===== src/hdl/wcre_pkg.sv =====
`default_nettype none
package wcre_pkg;

   localparam int LED_COUNT = 9;

   // input command codes
   localparam logic [2:0] CMD_SET_RANGE   = 3'd0;
   localparam logic [2:0] CMD_SET_DISPLAY = 3'd1;
   localparam logic [2:0] CMD_SET_LED     = 3'd2;
   localparam logic [2:0] CMD_FORCE       = 3'd3;
   localparam logic [2:0] CMD_INIT_LEDS   = 3'd4;
   localparam logic [2:0] CMD_QUERY       = 3'd5;

   // job kinds passed from front to back
   localparam logic [2:0] KIND_RANGE   = 3'd0;
   localparam logic [2:0] KIND_DISPLAY = 3'd1;
   localparam logic [2:0] KIND_LED     = 3'd2;
   localparam logic [2:0] KIND_FORCE   = 3'd3;
   localparam logic [2:0] KIND_STOP    = 3'd4;
   localparam logic [2:0] KIND_INIT    = 3'd5;
   localparam logic [2:0] KIND_QUERY   = 3'd6;

   // configuration register indexes
   localparam logic CSR_LOW_LIMIT  = 1'b0;
   localparam logic CSR_HIGH_LIMIT = 1'b1;

   localparam logic [15:0] LOW_LIMIT_RESET  = 16'd90;
   localparam logic [15:0] HIGH_LIMIT_RESET = 16'd1080;

   // report byte codes
   localparam logic [7:0] RPT_RANGE_PREP = 8'hf5;
   localparam logic [7:0] RPT_EXT        = 8'hf8;
   localparam logic [7:0] SUB_SETUP      = 8'h09;
   localparam logic [7:0] SUB_RANGE      = 8'h81;
   localparam logic [7:0] SUB_INIT_A     = 8'h13;
   localparam logic [7:0] SUB_INIT_B     = 8'h14;
   localparam logic [7:0] SUB_FORCE      = 8'h08;
   localparam logic [7:0] RPT_FORCE      = 8'h01;
   localparam logic [7:0] RPT_STOP       = 8'h03;
   localparam logic [7:0] FORCE_NEUTRAL  = 8'h80;
   localparam logic [7:0] BYTE_ONES      = 8'hff;
   localparam logic [7:0] SETUP_DISPLAY  = 8'h01;
   localparam logic [7:0] SETUP_DIGITS   = 8'h02;
   localparam logic [7:0] SETUP_RANGE_A  = 8'h06;
   localparam logic [7:0] SETUP_LED      = 8'h08;
   localparam logic [7:0] SETUP_LED_INIT = 8'h02;
   localparam logic [7:0] BYTE_ONE       = 8'h01;

   localparam int QUEUE_DEPTH = 4;
   localparam int QUEUE_AW    = $clog2(QUEUE_DEPTH);

   typedef struct packed {
      logic [2:0]  kind;
      logic [7:0]  p0;
      logic [7:0]  p1;
      logic [7:0]  p2;
      logic [15:0] cur_range;
      logic [8:0]  mask;
   } job_type;

   function automatic logic [7:0] seg_code(input logic [3:0] d);
      logic [7:0] s;
      unique case (d)
         4'd0:    s = 8'h3f;
         4'd1:    s = 8'h06;
         4'd2:    s = 8'h5b;
         4'd3:    s = 8'h4f;
         4'd4:    s = 8'h66;
         4'd5:    s = 8'h6d;
         4'd6:    s = 8'h7d;
         4'd7:    s = 8'h07;
         4'd8:    s = 8'h7f;
         4'd9:    s = 8'h67;
         default: s = 8'h00;
      endcase
      return s;
   endfunction

   // index of the final report of a job
   function automatic logic [1:0] last_step(input logic [2:0] kind);
      logic [1:0] n;
      unique case (kind)
         KIND_RANGE: n = 2'd2;
         KIND_INIT:  n = 2'd3;
         default:    n = 2'd0;
      endcase
      return n;
   endfunction

endpackage
`default_nettype wire


===== src/hdl/wcre_front.sv =====
`default_nettype none
module wcre_front (
   input  wire logic              clock,
   input  wire logic              reset,
   input  wire logic              req_push,
   output logic                   req_full,
   input  wire logic [2:0]        req_command,
   input  wire logic [15:0]       req_range_degrees,
   input  wire logic signed [15:0] req_amount,
   input  wire logic [3:0]        req_led_index,
   input  wire logic              req_led_on,
   input  wire logic              csr_we,
   input  wire logic              csr_index,
   input  wire logic [15:0]       csr_wdata,
   output logic                   q_push,
   output wcre_pkg::job_type      q_job,
   input  wire logic              q_full
);

   logic [15:0] low_limit_ff, high_limit_ff;
   logic [15:0] range_ff, range_in;
   logic [wcre_pkg::LED_COUNT-1:0] mask_ff, mask_in;

   logic        s1_valid_ff, s1_valid_in;
   logic [2:0]  s1_kind_ff, s1_kind_in;
   logic [7:0]  s1_p0_ff, s1_p0_in;
   logic [7:0]  s1_p1_ff, s1_p1_in;
   logic        s1_neg_ff;
   logic [14:0] s1_amt_ff;
   logic [11:0] s1_q10_ff, s1_q10_in;
   logic [8:0]  s1_q100_ff, s1_q100_in;
   logic [5:0]  s1_q1000_ff, s1_q1000_in;
   logic [15:0] s1_range_ff;
   logic [8:0]  s1_mask_ff;

   logic        accept, produce;
   logic [15:0] rng_eff;
   logic [15:0] mask16, new16, rev16;
   logic        led_bit;
   logic signed [16:0] force_sum;
   logic [7:0]  force_byte;
   logic [30:0] p10;
   logic [27:0] p100;
   logic [30:0] p1000;
   logic [15:0] ones_w;
   logic [11:0] tens_w;
   logic [8:0]  hund_w;

   assign req_full = s1_valid_ff && q_full;
   assign accept   = req_push && !req_full;

   always_ff @(posedge clock) begin
      if (reset) begin
         low_limit_ff  <= wcre_pkg::LOW_LIMIT_RESET;
         high_limit_ff <= wcre_pkg::HIGH_LIMIT_RESET;
      end else if (csr_we) begin
         unique case (csr_index)
            wcre_pkg::CSR_LOW_LIMIT:  low_limit_ff  <= csr_wdata;
            wcre_pkg::CSR_HIGH_LIMIT: high_limit_ff <= csr_wdata;
            default: ;
         endcase
      end
   end

   always_comb begin
      rng_eff = (req_range_degrees == 16'd0) ? high_limit_ff : req_range_degrees;
      mask16  = 16'(mask_ff);
      led_bit = mask16[req_led_index];
      new16   = mask16;
      new16[req_led_index] = req_led_on;
      rev16 = 16'd0;
      for (int i = 0; i < wcre_pkg::LED_COUNT; i++) begin
         rev16[wcre_pkg::LED_COUNT-1-i] = new16[i];
      end

      force_sum = 17'(req_amount) + 17'sd128;
      if (force_sum < 17'sd0) force_byte = 8'h00;
      else if (force_sum > 17'sd255) force_byte = 8'hff;
      else force_byte = force_sum[7:0];

      // reciprocal multiplies, exact for 15-bit magnitudes
      p10   = 31'(req_amount[14:0]) * 31'd52429;
      p100  = 28'(req_amount[14:0]) * 28'd5243;
      p1000 = 31'(req_amount[14:0]) * 31'd33555;
      s1_q10_in   = p10[30:19];
      s1_q100_in  = p100[27:19];
      s1_q1000_in = p1000[30:25];

      range_in   = range_ff;
      mask_in    = mask_ff;
      produce    = 1'b0;
      s1_kind_in = wcre_pkg::KIND_QUERY;
      s1_p0_in   = 8'h00;
      s1_p1_in   = 8'h00;
      unique case (req_command)
         wcre_pkg::CMD_SET_RANGE: begin
            s1_kind_in = wcre_pkg::KIND_RANGE;
            s1_p0_in   = rng_eff[7:0];
            s1_p1_in   = rng_eff[15:8];
            if (!(rng_eff < low_limit_ff) && !(rng_eff > high_limit_ff)) begin
               produce  = 1'b1;
               range_in = rng_eff;
            end
         end
         wcre_pkg::CMD_SET_DISPLAY: begin
            s1_kind_in = wcre_pkg::KIND_DISPLAY;
            produce    = 1'b1;
         end
         wcre_pkg::CMD_SET_LED: begin
            s1_kind_in = wcre_pkg::KIND_LED;
            s1_p0_in   = rev16[15:8];
            s1_p1_in   = rev16[7:0];
            if ((5'(req_led_index) < 5'(wcre_pkg::LED_COUNT)) && (led_bit != req_led_on)) begin
               produce = 1'b1;
               mask_in = new16[wcre_pkg::LED_COUNT-1:0];
            end
         end
         wcre_pkg::CMD_FORCE: begin
            s1_kind_in = (force_byte == wcre_pkg::FORCE_NEUTRAL) ?
                         wcre_pkg::KIND_STOP : wcre_pkg::KIND_FORCE;
            s1_p0_in   = force_byte;
            produce    = 1'b1;
         end
         wcre_pkg::CMD_INIT_LEDS: begin
            s1_kind_in = wcre_pkg::KIND_INIT;
            produce    = 1'b1;
            mask_in    = '0;
         end
         wcre_pkg::CMD_QUERY: begin
            s1_kind_in = wcre_pkg::KIND_QUERY;
            produce    = 1'b1;
         end
         default: ;
      endcase

      if (accept) s1_valid_in = produce;
      else        s1_valid_in = s1_valid_ff && q_full;
   end

   always_ff @(posedge clock) begin
      if (reset) begin
         s1_valid_ff <= 1'b0;
         range_ff    <= '0;
         mask_ff     <= '0;
      end else begin
         s1_valid_ff <= s1_valid_in;
         if (accept) begin
            range_ff <= range_in;
            mask_ff  <= mask_in;
         end
      end
   end

   always_ff @(posedge clock) begin
      if (accept) begin
         s1_kind_ff  <= s1_kind_in;
         s1_p0_ff    <= s1_p0_in;
         s1_p1_ff    <= s1_p1_in;
         s1_neg_ff   <= req_amount[15];
         s1_amt_ff   <= req_amount[14:0];
         s1_q10_ff   <= s1_q10_in;
         s1_q100_ff  <= s1_q100_in;
         s1_q1000_ff <= s1_q1000_in;
         s1_range_ff <= range_in;
         s1_mask_ff  <= 9'(16'(mask_in));
      end
   end

   // remainders by shift-add, then segment lookup
   always_comb begin
      ones_w = 16'(s1_amt_ff) - (16'(s1_q10_ff) << 3) - (16'(s1_q10_ff) << 1);
      tens_w = s1_q10_ff - (12'(s1_q100_ff) << 3) - (12'(s1_q100_ff) << 1);
      hund_w = s1_q100_ff - (9'(s1_q1000_ff) << 3) - (9'(s1_q1000_ff) << 1);

      q_job.kind      = s1_kind_ff;
      q_job.p0        = s1_p0_ff;
      q_job.p1        = s1_p1_ff;
      q_job.p2        = 8'h00;
      q_job.cur_range = s1_range_ff;
      q_job.mask      = s1_mask_ff;
      if (s1_kind_ff == wcre_pkg::KIND_DISPLAY) begin
         if (s1_neg_ff) begin
            q_job.p0 = 8'h00;
            q_job.p1 = 8'h00;
         end else begin
            q_job.p0 = wcre_pkg::seg_code(hund_w[3:0]);
            q_job.p1 = wcre_pkg::seg_code(tens_w[3:0]);
            q_job.p2 = wcre_pkg::seg_code(ones_w[3:0]);
         end
      end
   end

   assign q_push = s1_valid_ff;

endmodule
`default_nettype wire


===== src/hdl/wcre_queue.sv =====
`default_nettype none
module wcre_queue (
   input  wire logic         clock,
   input  wire logic         reset,
   input  wire logic         push,
   input  wire wcre_pkg::job_type wr_job,
   output logic              full,
   input  wire logic         pop,
   output wcre_pkg::job_type rd_job,
   output logic              empty
);

   wcre_pkg::job_type entry_ff [wcre_pkg::QUEUE_DEPTH];
   logic [wcre_pkg::QUEUE_AW-1:0] wr_ptr_ff, rd_ptr_ff;
   logic [wcre_pkg::QUEUE_AW:0]   count_ff;
   logic do_push, do_pop;

   assign full    = (count_ff == (wcre_pkg::QUEUE_AW+1)'(wcre_pkg::QUEUE_DEPTH));
   assign empty   = (count_ff == '0);
   assign do_push = push && !full;
   assign do_pop  = pop && !empty;
   assign rd_job  = entry_ff[rd_ptr_ff];

   always_ff @(posedge clock) begin
      if (reset) begin
         wr_ptr_ff <= '0;
         rd_ptr_ff <= '0;
         count_ff  <= '0;
      end else begin
         if (do_push) wr_ptr_ff <= wr_ptr_ff + 1'b1;
         if (do_pop)  rd_ptr_ff <= rd_ptr_ff + 1'b1;
         if (do_push && !do_pop)      count_ff <= count_ff + 1'b1;
         else if (do_pop && !do_push) count_ff <= count_ff - 1'b1;
      end
   end

   always_ff @(posedge clock) begin
      if (do_push) entry_ff[wr_ptr_ff] <= wr_job;
   end

endmodule
`default_nettype wire


===== src/hdl/wcre_back.sv =====
`default_nettype none
module wcre_back (
   input  wire logic         clock,
   input  wire logic         reset,
   input  wire wcre_pkg::job_type job,
   input  wire logic         job_empty,
   output logic              job_pop,
   output logic              rsp_empty,
   input  wire logic         rsp_pop,
   output logic [7:0]        rsp_byte0,
   output logic [7:0]        rsp_byte1,
   output logic [7:0]        rsp_byte2,
   output logic [7:0]        rsp_byte3,
   output logic [7:0]        rsp_byte4,
   output logic [7:0]        rsp_byte5,
   output logic [7:0]        rsp_byte6,
   output logic              rsp_is_report,
   output logic              rsp_last,
   output logic [15:0]       rsp_current_range,
   output logic [8:0]        rsp_led_mask
);

   logic       out_valid_ff, out_valid_in;
   logic [1:0] step_ff, step_in;
   logic [7:0] b0_ff, b1_ff, b2_ff, b3_ff, b4_ff, b5_ff, b6_ff;
   logic [7:0] b0_in, b1_in, b2_in, b3_in, b4_in, b5_in, b6_in;
   logic       rep_ff, rep_in, last_ff, last_in;
   logic [15:0] range_ff;
   logic [8:0]  mask_ff;
   logic       load;

   assign load    = !job_empty && (!out_valid_ff || rsp_pop);
   assign last_in = (step_ff == wcre_pkg::last_step(job.kind));
   assign job_pop = load && last_in;

   always_comb begin
      b0_in = 8'h00; b1_in = 8'h00; b2_in = 8'h00; b3_in = 8'h00;
      b4_in = 8'h00; b5_in = 8'h00; b6_in = 8'h00;
      rep_in = 1'b1;
      unique case (job.kind)
         wcre_pkg::KIND_RANGE: begin
            unique case (step_ff)
               2'd0: b0_in = wcre_pkg::RPT_RANGE_PREP;
               2'd1: begin
                  b0_in = wcre_pkg::RPT_EXT;
                  b1_in = wcre_pkg::SUB_SETUP;
                  b2_in = wcre_pkg::BYTE_ONE;
                  b3_in = wcre_pkg::SETUP_RANGE_A;
                  b4_in = wcre_pkg::BYTE_ONE;
               end
               default: begin
                  b0_in = wcre_pkg::RPT_EXT;
                  b1_in = wcre_pkg::SUB_RANGE;
                  b2_in = job.p0;
                  b3_in = job.p1;
               end
            endcase
         end
         wcre_pkg::KIND_DISPLAY: begin
            b0_in = wcre_pkg::RPT_EXT;
            b1_in = wcre_pkg::SUB_SETUP;
            b2_in = wcre_pkg::SETUP_DISPLAY;
            b3_in = wcre_pkg::SETUP_DIGITS;
            b4_in = job.p0;
            b5_in = job.p1;
            b6_in = job.p2;
         end
         wcre_pkg::KIND_LED: begin
            b0_in = wcre_pkg::RPT_EXT;
            b1_in = wcre_pkg::SUB_SETUP;
            b2_in = wcre_pkg::SETUP_LED;
            b3_in = job.p0;
            b4_in = job.p1;
         end
         wcre_pkg::KIND_FORCE: begin
            b0_in = wcre_pkg::RPT_FORCE;
            b1_in = wcre_pkg::SUB_FORCE;
            b2_in = job.p0;
         end
         wcre_pkg::KIND_STOP: begin
            b0_in = wcre_pkg::RPT_STOP;
            b1_in = wcre_pkg::SUB_FORCE;
         end
         wcre_pkg::KIND_INIT: begin
            b0_in = wcre_pkg::RPT_EXT;
            unique case (step_ff)
               2'd0: b1_in = wcre_pkg::SUB_INIT_A;
               2'd1: begin
                  b1_in = wcre_pkg::SUB_INIT_B;
                  b2_in = wcre_pkg::BYTE_ONES;
               end
               2'd2: begin
                  b1_in = wcre_pkg::SUB_SETUP;
                  b2_in = wcre_pkg::SETUP_LED_INIT;
                  b3_in = wcre_pkg::BYTE_ONE;
               end
               default: begin
                  b1_in = wcre_pkg::SUB_SETUP;
                  b2_in = wcre_pkg::SETUP_LED;
                  b3_in = wcre_pkg::BYTE_ONE;
               end
            endcase
         end
         default: rep_in = 1'b0;   // query answer
      endcase

      if (load) step_in = last_in ? 2'd0 : step_ff + 2'd1;
      else      step_in = step_ff;

      if (load)         out_valid_in = 1'b1;
      else if (rsp_pop) out_valid_in = 1'b0;
      else              out_valid_in = out_valid_ff;
   end

   always_ff @(posedge clock) begin
      if (reset) begin
         out_valid_ff <= 1'b0;
         step_ff      <= 2'd0;
      end else begin
         out_valid_ff <= out_valid_in;
         step_ff      <= step_in;
      end
   end

   always_ff @(posedge clock) begin
      if (load) begin
         b0_ff    <= b0_in;
         b1_ff    <= b1_in;
         b2_ff    <= b2_in;
         b3_ff    <= b3_in;
         b4_ff    <= b4_in;
         b5_ff    <= b5_in;
         b6_ff    <= b6_in;
         rep_ff   <= rep_in;
         last_ff  <= last_in;
         range_ff <= job.cur_range;
         mask_ff  <= job.mask;
      end
   end

   assign rsp_empty         = !out_valid_ff;
   assign rsp_byte0         = b0_ff;
   assign rsp_byte1         = b1_ff;
   assign rsp_byte2         = b2_ff;
   assign rsp_byte3         = b3_ff;
   assign rsp_byte4         = b4_ff;
   assign rsp_byte5         = b5_ff;
   assign rsp_byte6         = b6_ff;
   assign rsp_is_report     = rep_ff;
   assign rsp_last          = last_ff;
   assign rsp_current_range = range_ff;
   assign rsp_led_mask      = mask_ff;

endmodule
`default_nettype wire


===== src/hdl/wheel_command_report_encoder.sv =====
`default_nettype none
// channel   direction  handshake         payload
// req_      in         push / full       command, range_degrees, amount, led_index, led_on
// rsp_      out        empty / pop       byte0..byte6, is_report, last, current_range, led_mask
// csr_      in         we (no wait)      index 0 low range limit, 1 high limit; wdata 16 bit
//
// One command is accepted per cycle while full is low; the back end emits one response
// per cycle while pop keeps up, so a command yields 0 to 4 responses (set range 3, LED
// init 4, dropped command 0, others 1) and that report sequencer sets the sustained rate.
// A result passes the front stage register, the job queue and the back end output register.
// Synchronous reset clears the job queue and state; no clearing pass. A stalled rsp_pop
// backs up the 4-entry job queue and then the front stage, which raises full.
module wheel_command_report_encoder (
   input  wire logic              clock,
   input  wire logic              reset,
   input  wire logic              push,
   output logic                   full,
   input  wire logic [2:0]        req_command,
   input  wire logic [15:0]       req_range_degrees,
   input  wire logic signed [15:0] req_amount,
   input  wire logic [3:0]        req_led_index,
   input  wire logic              req_led_on,
   output logic                   empty,
   input  wire logic              pop,
   output logic [7:0]             rsp_byte0,
   output logic [7:0]             rsp_byte1,
   output logic [7:0]             rsp_byte2,
   output logic [7:0]             rsp_byte3,
   output logic [7:0]             rsp_byte4,
   output logic [7:0]             rsp_byte5,
   output logic [7:0]             rsp_byte6,
   output logic                   rsp_is_report,
   output logic                   rsp_last,
   output logic [15:0]            rsp_current_range,
   output logic [8:0]             rsp_led_mask,
   input  wire logic              csr_we,
   input  wire logic              csr_index,
   input  wire logic [15:0]       csr_wdata
);

   wcre_pkg::job_type wr_job, rd_job;
   logic q_push, q_full, q_pop, q_empty;

   wcre_front u_front (
      .clock             (clock),
      .reset             (reset),
      .req_push          (push),
      .req_full          (full),
      .req_command       (req_command),
      .req_range_degrees (req_range_degrees),
      .req_amount        (req_amount),
      .req_led_index     (req_led_index),
      .req_led_on        (req_led_on),
      .csr_we            (csr_we),
      .csr_index         (csr_index),
      .csr_wdata         (csr_wdata),
      .q_push            (q_push),
      .q_job             (wr_job),
      .q_full            (q_full)
   );

   wcre_queue u_queue (
      .clock  (clock),
      .reset  (reset),
      .push   (q_push),
      .wr_job (wr_job),
      .full   (q_full),
      .pop    (q_pop),
      .rd_job (rd_job),
      .empty  (q_empty)
   );

   wcre_back u_back (
      .clock             (clock),
      .reset             (reset),
      .job               (rd_job),
      .job_empty         (q_empty),
      .job_pop           (q_pop),
      .rsp_empty         (empty),
      .rsp_pop           (pop),
      .rsp_byte0         (rsp_byte0),
      .rsp_byte1         (rsp_byte1),
      .rsp_byte2         (rsp_byte2),
      .rsp_byte3         (rsp_byte3),
      .rsp_byte4         (rsp_byte4),
      .rsp_byte5         (rsp_byte5),
      .rsp_byte6         (rsp_byte6),
      .rsp_is_report     (rsp_is_report),
      .rsp_last          (rsp_last),
      .rsp_current_range (rsp_current_range),
      .rsp_led_mask      (rsp_led_mask)
   );

endmodule
`default_nettype wire

===== config.mk =====
export PLATFORM = sky130hd
export DESIGN_NAME = wheel_command_report_encoder
export DESIGN_NICKNAME = d
export VERILOG_FILES = /design/src/hdl/wcre_pkg.sv /design/src/hdl/wcre_front.sv /design/src/hdl/wcre_queue.sv /design/src/hdl/wcre_back.sv /design/src/hdl/wheel_command_report_encoder.sv
export SDC_FILE = /design/constraint.sdc
export NUM_CORES = 1
export LEC_CHECK = 0
export BUFFER_PORTS_ARGS = -buffer_cell sky130_fd_sc_hd__buf_2
export CAP_MARGIN = 10
export CORE_UTILIZATION = 50
export CTS_CLUSTER_SIZE = 10
export DETAILED_ROUTE_END_ITERATION = 12
export PLACE_DENSITY = 0.67
export SLEW_MARGIN = 20
export SYNTH_ARGS = -nofsm -noshare
export SYNTH_HDL_FRONTEND = slang
export SYNTH_SLANG_ARGS = --single-unit

===== constraint.sdc =====
create_clock -name clock -period 10.05 [get_ports clock]
set_input_delay 2.01 -clock clock [delete_from_list [all_inputs] [get_ports clock]]
set_output_delay 2.01 -clock clock [all_outputs]
set_load 0.03 [all_outputs]

==> metrics.md, run 1 <==
| Metric | Value |
|---|---|
| Worst hold path type | register to register |
| Placer Congestion | 0.905 |
| Largest family of logic cells by synthesized area | adder cells |
| Post-route setup TNS | 0 ns |
| Post-synthesis simple-gate area fraction | 6.46% |
| Peak supply drop | 196 uV |
| Drt total wl | 57600 um |
| Dpl cells | 2913 |
| Maximum fanout along the worst path | 15 |
| R2r worst-path depth | 11 |
| Initial antenna violation count | 1 |
| Synth area leader | edfxtp_1 |
| Slew HR | 37.3% |
| Crit path capture type | register |
| Sw Share | 39.6% |
| ANT cells | 0 |
| Synth-to-Final Area Change | 10.5% |
| Synthesized area per cell | 12.2 um2 |
| Reg power frac | 31.2% |
| Postcts setup bufs | 0 |
| DIE HEIGHT | 231 um |
| Hold Crit Depth | 2 |
| Mux cell area share after synthesis | 5.64% |
| Die width | 231 um |
| Initial Util | 50.9% |
| Cts bufs inserted | 48 |
| # IOs | 147 |
| Top cells by area, synth | edfxtp_1, ha_1, fa_1, dfxtp_1, inv_1 |
| FF+latch count, synth | 411 |
| GRT Util Overall | 22.1% |
| RSZ-0062 raised after global routing | false |
| Area share of the largest cell type after synthesis | 39.0% |
| Synth Warn # | 0 |
| # setup viols final | 0 |
| Site row count | 83 |
| Synthesized area | 26300 um2 |
| P_leak | 0.0125 uW |
| Register area | 11600 um2 |
| DRC | 0 |
| Layout cells sized above 1 | 12.4% |
| Number of global-route vias before repair | 16900 |
| # resized after CTS | 0 |
| Worst-skew pair later-pin latency | 0.59 ns |
| Beginning of the worst hold path | u_front.low_limit_ff[0] |
| H-tree depth | 2 |
| Period utilization | 68.7% |
| Synth Area in XOR/XNOR | 1.93% |
| Routed WL per cell | 19.2 um |
| Hold-critical path endpoint | u_front.low_limit_ff[0] |
| Clock tree root driver cell | clkbuf_16 |
| Status | complete, no violations |
| Crit path kind | primary input to register |
| Initial DRC count | 1147 |
| Worst Skew | 0.0283 ns |
| CTS tree | done |
| Sw power | 3010 uW |
| WP data arrival | 7.27 ns |
| Number of synthesized flops with an enable pin | 341 |
| Initial DRT Pass Iterations | 7 |
| CTS sink count | 411 |
| Die area | 53400 um2 |
| Yosys cell types | 73 |
| Critical path startpoint category | primary input |
| Area of the core | 51600 um2 |
| Max Root-Sink Buffers | 3 |
| RR Endpoint | u_queue.count_ff[2] |
| Maxcap violations | 0 |
| Worst slew pin tran | 0.940 ns |
| Top_reg_cell synth | edfxtp_1 |
| Clk pwr share | 20.3% |
| Seq/Total Area, Yosys | 44.3% |
| Post-Layout Cell Count | 2993 |
| Cells after synthesis | 2155 |
| Commonest non-fill, non-tap cell in the layout | inv_1 |
| Comb pwr share | 48.4% |
| Compound-gate portion of the synthesized area | 8.44% |
| Clk pin slew, worst setup/hold paths | 0.05 ns |
| Pwr dens | 262 nW/um2 |
| Fmax | 0.145 GHz |
| CTS hold repair buffers | 0 |
| Internal | 4600 uW |
| Filler cell count | 4256 |
| Nets | 2819 |
| Hpwl dp | 43800 um |
| Port bufs | 143 |
| Fin. max-slew vios | 0 |
| Final hold slack | 0.453 ns |
| Req. time, crit path | 10.41 ns |
| First-pass GRT wire length | 91600 um |
| Adder-Cell Fraction of Synth Area | 26.9% |
| Largest net degree at the start of global routing | 78 |
| Final Critical Period | 6.91 ns |
| Multi-input combinational cell area | 13000 um2 |
| Commonest non-fill, non-tap cells in the layout | inv_1, edfxtp_1, ha_1 |
| FF-to-FF setup slack | 5.79 ns |
| Post-DRT Antenna Nets | 0 |
| Gr ovfl total | 0 |
| Via density | 5.50 |
| Routed vias | 16500 |
| Ys async rst share | 0% |
| Final hold vios | 0 |
[state kept, by name, summed over array words and instances, names as in the netlist, 9 cells and up, named ones only]
name,count
u_queue.entry_ff,204
u_back.rsp_current_range,16
u_front.high_limit_ff,16
u_front.low_limit_ff,16
u_front.range_ff,16
u_front.s1_range_ff,16
u_back.rsp_led_mask,9
u_front.mask_ff,9
u_front.s1_mask_ff,9
[worst max path at each step]
stage                   startpoint                      to  slack (ns)
floorplan           req_amount[13]  u_front.s1_q1000_ff[2]        3.44
global placement     req_amount[7]  u_front.s1_q1000_ff[2]        2.76
detailed placement   req_amount[7]  u_front.s1_q1000_ff[1]        2.58
CTS                  req_amount[7]  u_front.s1_q1000_ff[1]        3.17
global route         req_amount[7]    u_front.s1_q10_ff[1]        2.97
finish               req_amount[7]  u_front.s1_q1000_ff[1]        3.14
[per-stage QoR]
step                instance area, um2  setup WS, ns  power (uW)  util, %
floorplan                        26300          3.44        5210        -
finish                           29000          3.14        7620     56.2
detailed placement               27600          2.58        6110     53.5
CTS                              29000          3.17        7690     56.2
global placement                 27600          2.76        6020     53.5
global route                     29000          2.97        8230     56.2
[cell families after synthesis]
kind of cell | count (synthesis)
adders and majority gates | 474
buffers and inverters | 432
DFF | 411
and+or+nand+nor | 352
AOI/OAI and AO/OA | 346
muxes | 81
xor gates and xnor gates | 58
other | 1
[worst max-delay path, stage by stage]
cell,delay [ns]
buf_2,0.35
inv_1,0.26
ha_1,0.52
xor2_1,0.37
inv_1,0.15
fa_1,0.51
inv_1,0.06
fa_1,0.48
fa_1,0.49
ha_1,0.31
ha_1,0.32
and4_1,0.16
nand4_1,0.11
nor3_1,0.06
o41a_1,0.48
or4_1,0.49
o311ai_0,0.11
[synth_stat cells (7+ instances only)]
cell type	count
mux4_2	53
a31oi_1	9
nand3_1	13
a21oi_1	109
xor2_1	17
nor2_1	78
a21o_1	32
o211ai_1	12
a211oi_1	11
o21ai_0	61
and3_1	23
a22o_1	17
nor4_1	10
o22ai_1	15
nand3b_1	7
dfxtp_1	70
fa_1	150
inv_1	353
nor3_1	19
ha_1	324
a22oi_1	8
xnor2_1	41
mux2i_1	22
nand2_1	123
edfxtp_1	341
o31ai_1	18
and2_1	11
nand2b_1	10
or2_2	7
clkbuf_1	60
nand4_1	27
[power by group through the flow]
stage | combinational (uW) | clock (uW) | sequential (uW)
finish | 3690 | 1550 | 2380
detailed placement | 3690 | 0 | 2420
global placement | 3600 | 0 | 2410
global route | 4180 | 1650 | 2410
CTS | 3720 | 1580 | 2390
floorplan | 2560 | 0 | 2650
[cell type report]
type / instances / area share, %
clock buffers: 74 / 4.51
multi-input cells: 1314 / 44.8
repair buffers: 154 / 2.75
flip-flops and latches: 411 / 40.2
well taps: 680 / 2.93
inverters: 354 / 4.58
clock inverters: 6 / 0.302
[layer usage]
layer	up-vias	share of wire (%)	track usage, %
li1	7854	-	-
met1	8072	44	28.6
met2	421	49	38.0
met3	103	4.4	3.13
met4	2	2.9	7.22
met5	-	0.023	0
(Power assumes the default switching activity.)
==> run 2, diff against run 1 <==
Settings changed: ABC_AREA set to 1.
Clock period 10.05 ns to 6.9 ns, I/O delays scaled along.
==> run 2 against run 1 <==
  * Synthesized cell count rose by 21%
  * Count of clock-buffer cells in the layout fell by 1
  * Largest cell class unchanged
  * Non-clock buffer count rose by 12
==> metrics.md, run 2 <==
| Metric | Value |
|---|---|
| RR Endpoint | u_queue.count_ff[1] (was u_queue.count_ff[2]) |
| Clock tree root driver cell | clkbuf_16 (unchanged) |
| RSZ-0062 raised after global routing | false (unchanged) |
| Reg power frac | 28.9% (was 31.2%) |
| Max Root-Sink Buffers | 3 (unchanged) |
| Final hold vios | 0 (unchanged) |
| Initial Util | 50.8% (was 50.9%) |
| Die width | 233 um (was 231 um) |
| Most flops, register | u_queue.entry_ff (unchanged) |
| Nets | 3303 (was 2819) |
| Ys async rst share | 0% (unchanged) |
| # setup viols final | 0 (unchanged) |
| Clk pwr share | 19.4% (was 20.3%) |
| Port bufs | 143 (unchanged) |
| Sw Share | 43.5% (was 39.6%) |
| Comb pwr share | 51.7% (was 48.4%) |
| FF+latch count, synth | 411 (unchanged) |
| Gr ovfl total | 0 (unchanged) |
| DRC | 0 (unchanged) |
| Pre-CTS setup slack | 0.425 ns (was 2.58 ns) |
| Post-route setup TNS | 0 ns (unchanged) |
| H-tree depth | 2 (unchanged) |
| Synth area leader | edfxtp_1 (unchanged) |
| WP data arrival | 6.20 ns (was 7.27 ns) |
| Worst Skew | 0.0238 ns (was 0.0283 ns) |
| Routed WL per cell | 18.7 um (was 19.2 um) |
| Hpwl dp | 49400 um (was 43800 um) |
| # resized after CTS | 0 (unchanged) |
| Worst Path Buf+Inv | 5 (was 4) |
| Postcts setup bufs | 0 (unchanged) |
| Commonest non-fill, non-tap cell in the layout | inv_1 (unchanged) |
| Slowest CP cell | fa_1 (was ha_1) |
| Initial DRT Pass Iterations | 7 (unchanged) |
| Synthesized area | 26700 um2 (was 26300 um2) |
| R2r worst-path depth | 14 (was 11) |
| Synth Warn # | 0 (unchanged) |
| CTS sink count | 411 (unchanged) |
| Top cells by area, synth | edfxtp_1, ha_1, fa_1, inv_1, dfxtp_1 (was edfxtp_1, ha_1, fa_1, dfxtp_1, inv_1) |
| Layout cells sized above 1 | 9.48% (was 12.4%) |
| Crit path largest cell delay | 0.53 ns (was 0.52 ns) |
| Routed vias | 18800 (was 16500) |
| Initial antenna violation count | 2 (was 1) |
| Synth-to-Final Area Change | 11.0% (was 10.5%) |
| Final WS setup | 1.04 ns (was 3.14 ns) |
| Drt total wl | 65000 um (was 57600 um) |
| Seq/Total Area, Yosys | 43.5% (was 44.3%) |
| Final Cell Area | 29700 um2 (was 29000 um2) |
| Yosys cell types | 55 (was 73) |
| Fmax | 0.171 GHz |
| Slew HR | 28.0% (was 37.3%) |
| Via density | 5.41 (was 5.50) |
| Hold-critical path endpoint | u_front.low_limit_ff[7] (was u_front.low_limit_ff[0]) |
| Placer Congestion | 0.921 (was 0.905) |
| Max FFs per register | 204 (unchanged) |
| Hold Crit Depth | 2 (unchanged) |
| Worst hold path type | register to register (unchanged) |
| First-pass GRT wire length | 102000 um (was 91600 um) |
| Clk pin slew, worst setup/hold paths | 0.05 ns (about the same) |
| Area share of the largest cell type after synthesis | 38.3% (was 39.0%) |
| Crit path capture type | register (unchanged) |
| Post-DP Area | 28200 um2 (was 27600 um2) |
| Crit path kind | primary input to register (unchanged) |
| DIE HEIGHT | 233 um (was 231 um) |
| Period utilization | 85.0% |
| Area of the core | 52700 um2 (was 51600 um2) |
| Critical path startpoint category | primary input (unchanged) |
| Maxcap violations | 0 (unchanged) |
| Maximum fanout along the worst path | 12 (was 15) |
| Worst-skew pair later-pin latency | 0.60 ns (was 0.59 ns) |
| Peak supply drop | 580 uV (was 196 uV) |
| Fin. max-slew vios | 0 (unchanged) |
| Top cells by count, synth | inv_1, edfxtp_1, ha_1 (unchanged) |
| Number of synthesized flops with an enable pin | 341 (unchanged) |
| Worst slew pin tran | 1.07 ns (was 0.940 ns) |
| CP cell instances | buf_2, inv_1, ha_1, fa_1, fa_1, inv_1, ha_1, a21o_1, fa_1, inv_1, fa_1, inv_1, ha_1, nand2_1, nor3_1, nor3b_1, nand3_1, o211ai_1, xor2_1 (was buf_2, inv_1, ha_1, xor2_1, inv_1, fa_1, inv_1, fa_1, fa_1, ha_1, ha_1, and4_1, nand4_1, nor3_1, o41a_1, or4_1, o311ai_0) |
| Req. time, crit path | 7.23 ns (was 10.41 ns) |
| Largest net degree at the start of global routing | 104 (was 78) |
| Die area | 54400 um2 (was 53400 um2) |
| Most common cell in the netlist | inv_1 (unchanged) |
| Post-DRT Antenna Nets | 0 (unchanged) |
| Commonest non-fill, non-tap cells in the layout | inv_1, edfxtp_1, ha_1 (unchanged) |
| FF-to-FF setup slack | 2.86 ns (was 5.79 ns) |
| CTS hold repair buffers | 0 (unchanged) |
| Final core occ | 56.3% (was 56.2%) |
| Beginning of the worst hold path | u_front.low_limit_ff[7] (was u_front.low_limit_ff[0]) |
| Cts bufs inserted | 48 (unchanged) |
| Internal | 6740 uW (was 4600 uW) |
| P_leak | 0.0135 uW (was 0.0125 uW) |
| Status | complete, no violations (unchanged) |
| GRT Util Overall | 24.4% (was 22.1%) |
| Site row count | 84 (was 83) |
| Pwr dens | 402 nW/um2 (was 262 nW/um2) |
| Final Critical Period | 5.86 ns |
| CTS tree | done (unchanged) |
| Sw power | 5200 uW (was 3010 uW) |
| Number of global-route vias before repair | 18600 (was 16900) |
| Initial DRC count | 1306 (was 1147) |
| # IOs | 147 (unchanged) |
| Top_reg_cell synth | edfxtp_1 (unchanged) |
| Cells after synthesis | 2613 (was 2155) |
| CP top delay family | adder cells (unchanged) |
| Synthesized area per cell | 10.2 um2 (was 12.2 um2) |
run 2: changes by cell type in the layout (fill, tap and decap cells not counted), sizes merged, moves of 22 or more:
cell / previous run / this run
nand2: 123 / 307
nor2: 78 / 233
o21ai: 64 / 187
inv: 356 / 467
nand3: 13 / 80
mux4: 53 / 0
a21oi: 109 / 159
o22ai: 15 / 46
a21o: 32 / 9
and3: 23 / 0
mux2i: 22 / 0
run 2: tightest hold or removal path: cells and delay by family, from the launching register on:
| family | cells | cell delay [ns] |
|---|---|---|
| compound gates | 1 | 0.06 |
| buf+inv | 1 | 0.06 |
| flops | 1 | 0.29 |
run 2: kinds of logic after synthesis:
family | count (synthesis) | synth area share [%]
buffers and inverters | 537 | 7.75
and+or+nand+nor | 657 | 10.1
AOI/OAI and AO/OA | 482 | 10.5
adders and majority gates | 474 | 26.4
other | 1 | 0.0140
xor gates and xnor gates | 51 | 1.67
DFF | 411 | 43.5
run 2: metrics by stage:
| step | total power, uW | instances | hold WS [ns] |
|---|---|---|---|
| 2_1_floorplan | 8010 | 2615 | 0.435 |
| 3_3_place_gp | 9530 | 3405 | 0.447 |
| 3_5_place_dp | 9650 | 3405 | 0.456 |
| 4_1_cts | 12000 | 3483 | 0.467 |
| 5_1_grt | 12900 | 3483 | 0.488 |
| 6_report | 11900 | 3484 | 0.463 |
run 2: how the worst max path moves through the flow:
stage / startpoint / end / slack (ns) / cells past startpoint
after floorplan: req_amount[7] / u_front.s1_q10_ff[2] / 1.08 / 19
after global placement: req_amount[13] / u_front.s1_q10_ff[2] / 0.51 / 19
after detailed placement: req_amount[13] / u_front.s1_q10_ff[2] / 0.42 / 19
after CTS: req_amount[13] / u_front.s1_q10_ff[2] / 1.05 / 19
after global routing: req_amount[13] / u_front.s1_q10_ff[2] / 0.75 / 19
final: req_amount[13] / u_front.s1_q10_ff[2] / 1.04 / 19
run 2: final cells by class:
| class | instances | area, um2 |
|---|---|---|
| well taps | 688 | 861 |
| fillers | 4482 | 23000 |
| inverters | 473 | 1780 |
| repair buffers | 166 | 888 |
| clock inverters | 5 | 115 |
| multi-input cells | 1667 | 13100 |
| clock buffers | 73 | 1310 |
| flip-flops and latches | 411 | 11600 |
| diodes | 1 | 2.50 |
run 2: power by group through the flow:
stage,sequential [uW],combinational (uW),clock (uW)
finish,3450,6170,2320
global route,3480,6960,2470
CTS,3450,6190,2360
detailed placement,3500,6140,0
global placement,3490,6040,0
floorplan,3960,4050,0
run 2: per-layer routing:
layer / vias to the layer above / part of all wire [%] / global-route usage [%]
li1: 9074 / - / -
met1: 9183 / 45 / 33.4
met2: 510 / 48 / 41.0
met3: 76 / 5.3 / 3.30
met4: 4 / 1.6 / 5.33
met5: - / 0.042 / 0
==> run 3, diff against run 2 <==
Clock period 6.9 ns to 5.75 ns, I/O delays scaled along.
==> run 3 against run 2 <==
  * Worst setup slack lost 0.72 ns
  * Clock skew increased by 0.0086 ns
  * Final cell count grew 1.9%
  * First-iteration DRC count down 4.1%
  * Sequential power rose by 20%
  * Die area unchanged
  * Via count increased by 1.2%
  * Routed wire length down 0.71%
  * Flip-flop and latch count is the same
  * Largest cell class unchanged
==> metrics.md, run 3 (synthesis gave the netlist of run 2 again) <==
| Metric | Value |
|---|---|
| Slew HR | 40.4% (was 28.0%) |
| DRC | 0 (unchanged) |
| Worst hold path type | register to register (unchanged) |
| Site row count | 84 (unchanged) |
| Die area | 54400 um2 (unchanged) |
| Clock tree root driver cell | clkbuf_16 (unchanged) |
| Crit path capture type | register (unchanged) |
| Postcts setup bufs | 0 (unchanged) |
| Worst-skew pair later-pin latency | 0.58 ns (was 0.60 ns) |
| Initial DRT Pass Iterations | 5 (was 7) |
| H-tree depth | 2 (unchanged) |
| Critical path startpoint category | primary input (unchanged) |
| Routed vias | 19100 (was 18800) |
| Largest net degree at the start of global routing | 68 (was 104) |
| Filler cell count | 4441 (was 4482) |
| # setup viols final | 0 (unchanged) |
| Initial antenna violation count | 1 (was 2) |
| Maximum fanout along the worst path | 3 (was 12) |
| Req. time, crit path | 6.08 ns (was 7.23 ns) |
| Layout cells sized above 1 | 11.5% (was 9.48%) |
| GRT Max-Usage Layer | met2 (unchanged) |
| Post-DP Area | 28700 um2 (was 28200 um2) |
| First-pass GRT wire length | 102000 um (about the same) |
| Nets | 3368 (was 3303) |
| Gr ovfl total | 0 (unchanged) |
| CTS hold repair buffers | 0 (unchanged) |
| CTS sink count | 411 (unchanged) |
| Final Cell Area | 30100 um2 (was 29700 um2) |
| Placer Congestion | 0.921 (about the same) |
| Synth-to-Final Area Change | 12.7% (was 11.0%) |
| Pwr dens | 480 nW/um2 (was 402 nW/um2) |
| Die width | 233 um (unchanged) |
| Max Root-Sink Buffers | 3 (unchanged) |
| Clk pin slew, worst setup/hold paths | 0.06 ns (was 0.05 ns) |
| ANT cells | 0 (was 1) |
| M3 GR Usage | 3.10% (was 3.30%) |
| Drt total wl | 64500 um (was 65000 um) |
| Hpwl dp | 49800 um (was 49400 um) |
| GRT Util Overall | 24.2% (was 24.4%) |
| Area of the core | 52700 um2 (unchanged) |
| Final Total Pwr | 14500 uW (was 11900 uW) |
| Number of global-route vias before repair | 18900 (was 18600) |
| P_leak | 0.0139 uW (was 0.0135 uW) |
| WP data arrival | 5.76 ns (was 6.20 ns) |
| Initial DRC count | 1253 (was 1306) |
| # resized after CTS | 0 (unchanged) |
| Post-DRT Antenna Nets | 0 (unchanged) |
| Max FFs per register | 204 (unchanged) |
| Final core occ | 57.2% (was 56.3%) |
| Initial Util | 50.8% (unchanged) |
| Most flops, register | u_queue.entry_ff (unchanged) |
| RSZ-0062 raised after global routing | false (unchanged) |
| Crit path kind | primary input to register (unchanged) |
| Final Critical Period | 5.43 ns |
| DIE HEIGHT | 233 um (unchanged) |
| Via density | 5.37 (was 5.41) |
| Peak supply drop | 453 uV (was 580 uV) |
| Fmax | 0.184 GHz |
| Post-route setup TNS | 0 ns (unchanged) |
| Status | complete, no violations (unchanged) |
| Maxcap violations | 0 (unchanged) |
| Grt met1 use | 33.3% (was 33.4%) |
| Final hold vios | 0 (unchanged) |
| Commonest non-fill, non-tap cells in the layout | inv_1, edfxtp_1, ha_1 (unchanged) |
| Commonest non-fill, non-tap cell in the layout | inv_1 (unchanged) |
| CTS tree | done (unchanged) |
| GRT met2 Usage | 40.5% (was 41.0%) |
| Worst Skew | 0.0324 ns (was 0.0238 ns) |
| Hold Crit Depth | 2 (unchanged) |
| Fin. max-slew vios | 0 (unchanged) |
| # IOs | 147 (unchanged) |
| Routed WL per cell | 18.2 um (was 18.7 um) |
| Period utilization | 94.5% |
| Cts bufs inserted | 47 (was 48) |
| R2r worst-path depth | 16 (was 14) |
| Port bufs | 143 (unchanged) |
| Worst slew pin tran | 0.894 ns (was 1.07 ns) |
run 3: layout make-up:
cell class                      count  area [um2]  share of cell area, %
Multi-Input combinational cell   1667       13100                   43.4
Sequential cell                   411       11600                   38.7
Inverter                          473        1780                   5.91
Timing Repair Buffer              232        1380                   4.59
Clock buffer                       74        1290                   4.27
Tap cell                          688         861                   2.86
Clock inverter                      4        96.3                  0.320
run 3: worst max-delay path, cell delays in order:
cell	delay, ns
buf_2	0.10
inv_1	0.06
ha_1	0.32
inv_1	0.10
fa_1	0.51
inv_1	0.07
fa_1	0.50
fa_1	0.55
inv_1	0.06
fa_1	0.47
ha_1	0.30
ha_1	0.32
nand2_1	0.08
nor4_1	0.36
a21oi_1	0.13
o21ai_0	0.16
nand2_1	0.07
nand2_1	0.07
xor2_1	0.36
run 3: per-layer routing:
metal	wire, um	part of all wire (%)
met1	29000	45
met3	3530	5.5
met2	30700	48
met5	12	0.019
met4	1250	1.9
run 3: final timing paths:
path / startpoint / slack [ns] / to
worst max-delay path: req_amount[13] / 0.32 / u_front.s1_q1000_ff[0]
worst min-delay path: u_front.low_limit_ff[11] / 0.47 / u_front.low_limit_ff[11]
worst max register to register: register / 1.92 / u_queue.count_ff[1]
worst min register to register: u_front.low_limit_ff[11] / 0.47 / u_front.low_limit_ff[11]
run 3: through the flow:
stage / std cells / worst slack (ns) / hold WS, ns
final: 3549 / 0.318 / 0.465
after global routing: 3549 / 0.0290 / 0.481
after CTS: 3549 / 0.302 / 0.467
after detailed placement: 3471 / -0.277 / 0.458
after global placement: 3471 / -0.237 / 0.446
after floorplan: 2615 / 0.156 / 0.435
run 3: power by group:
part	total (uW)	leakage, uW	switching, uW	internal (uW)
combinational	7620	0.00938	4850	2770
sequential	4140	0.00381	201	3940
clock	2700	0.000659	1130	1580
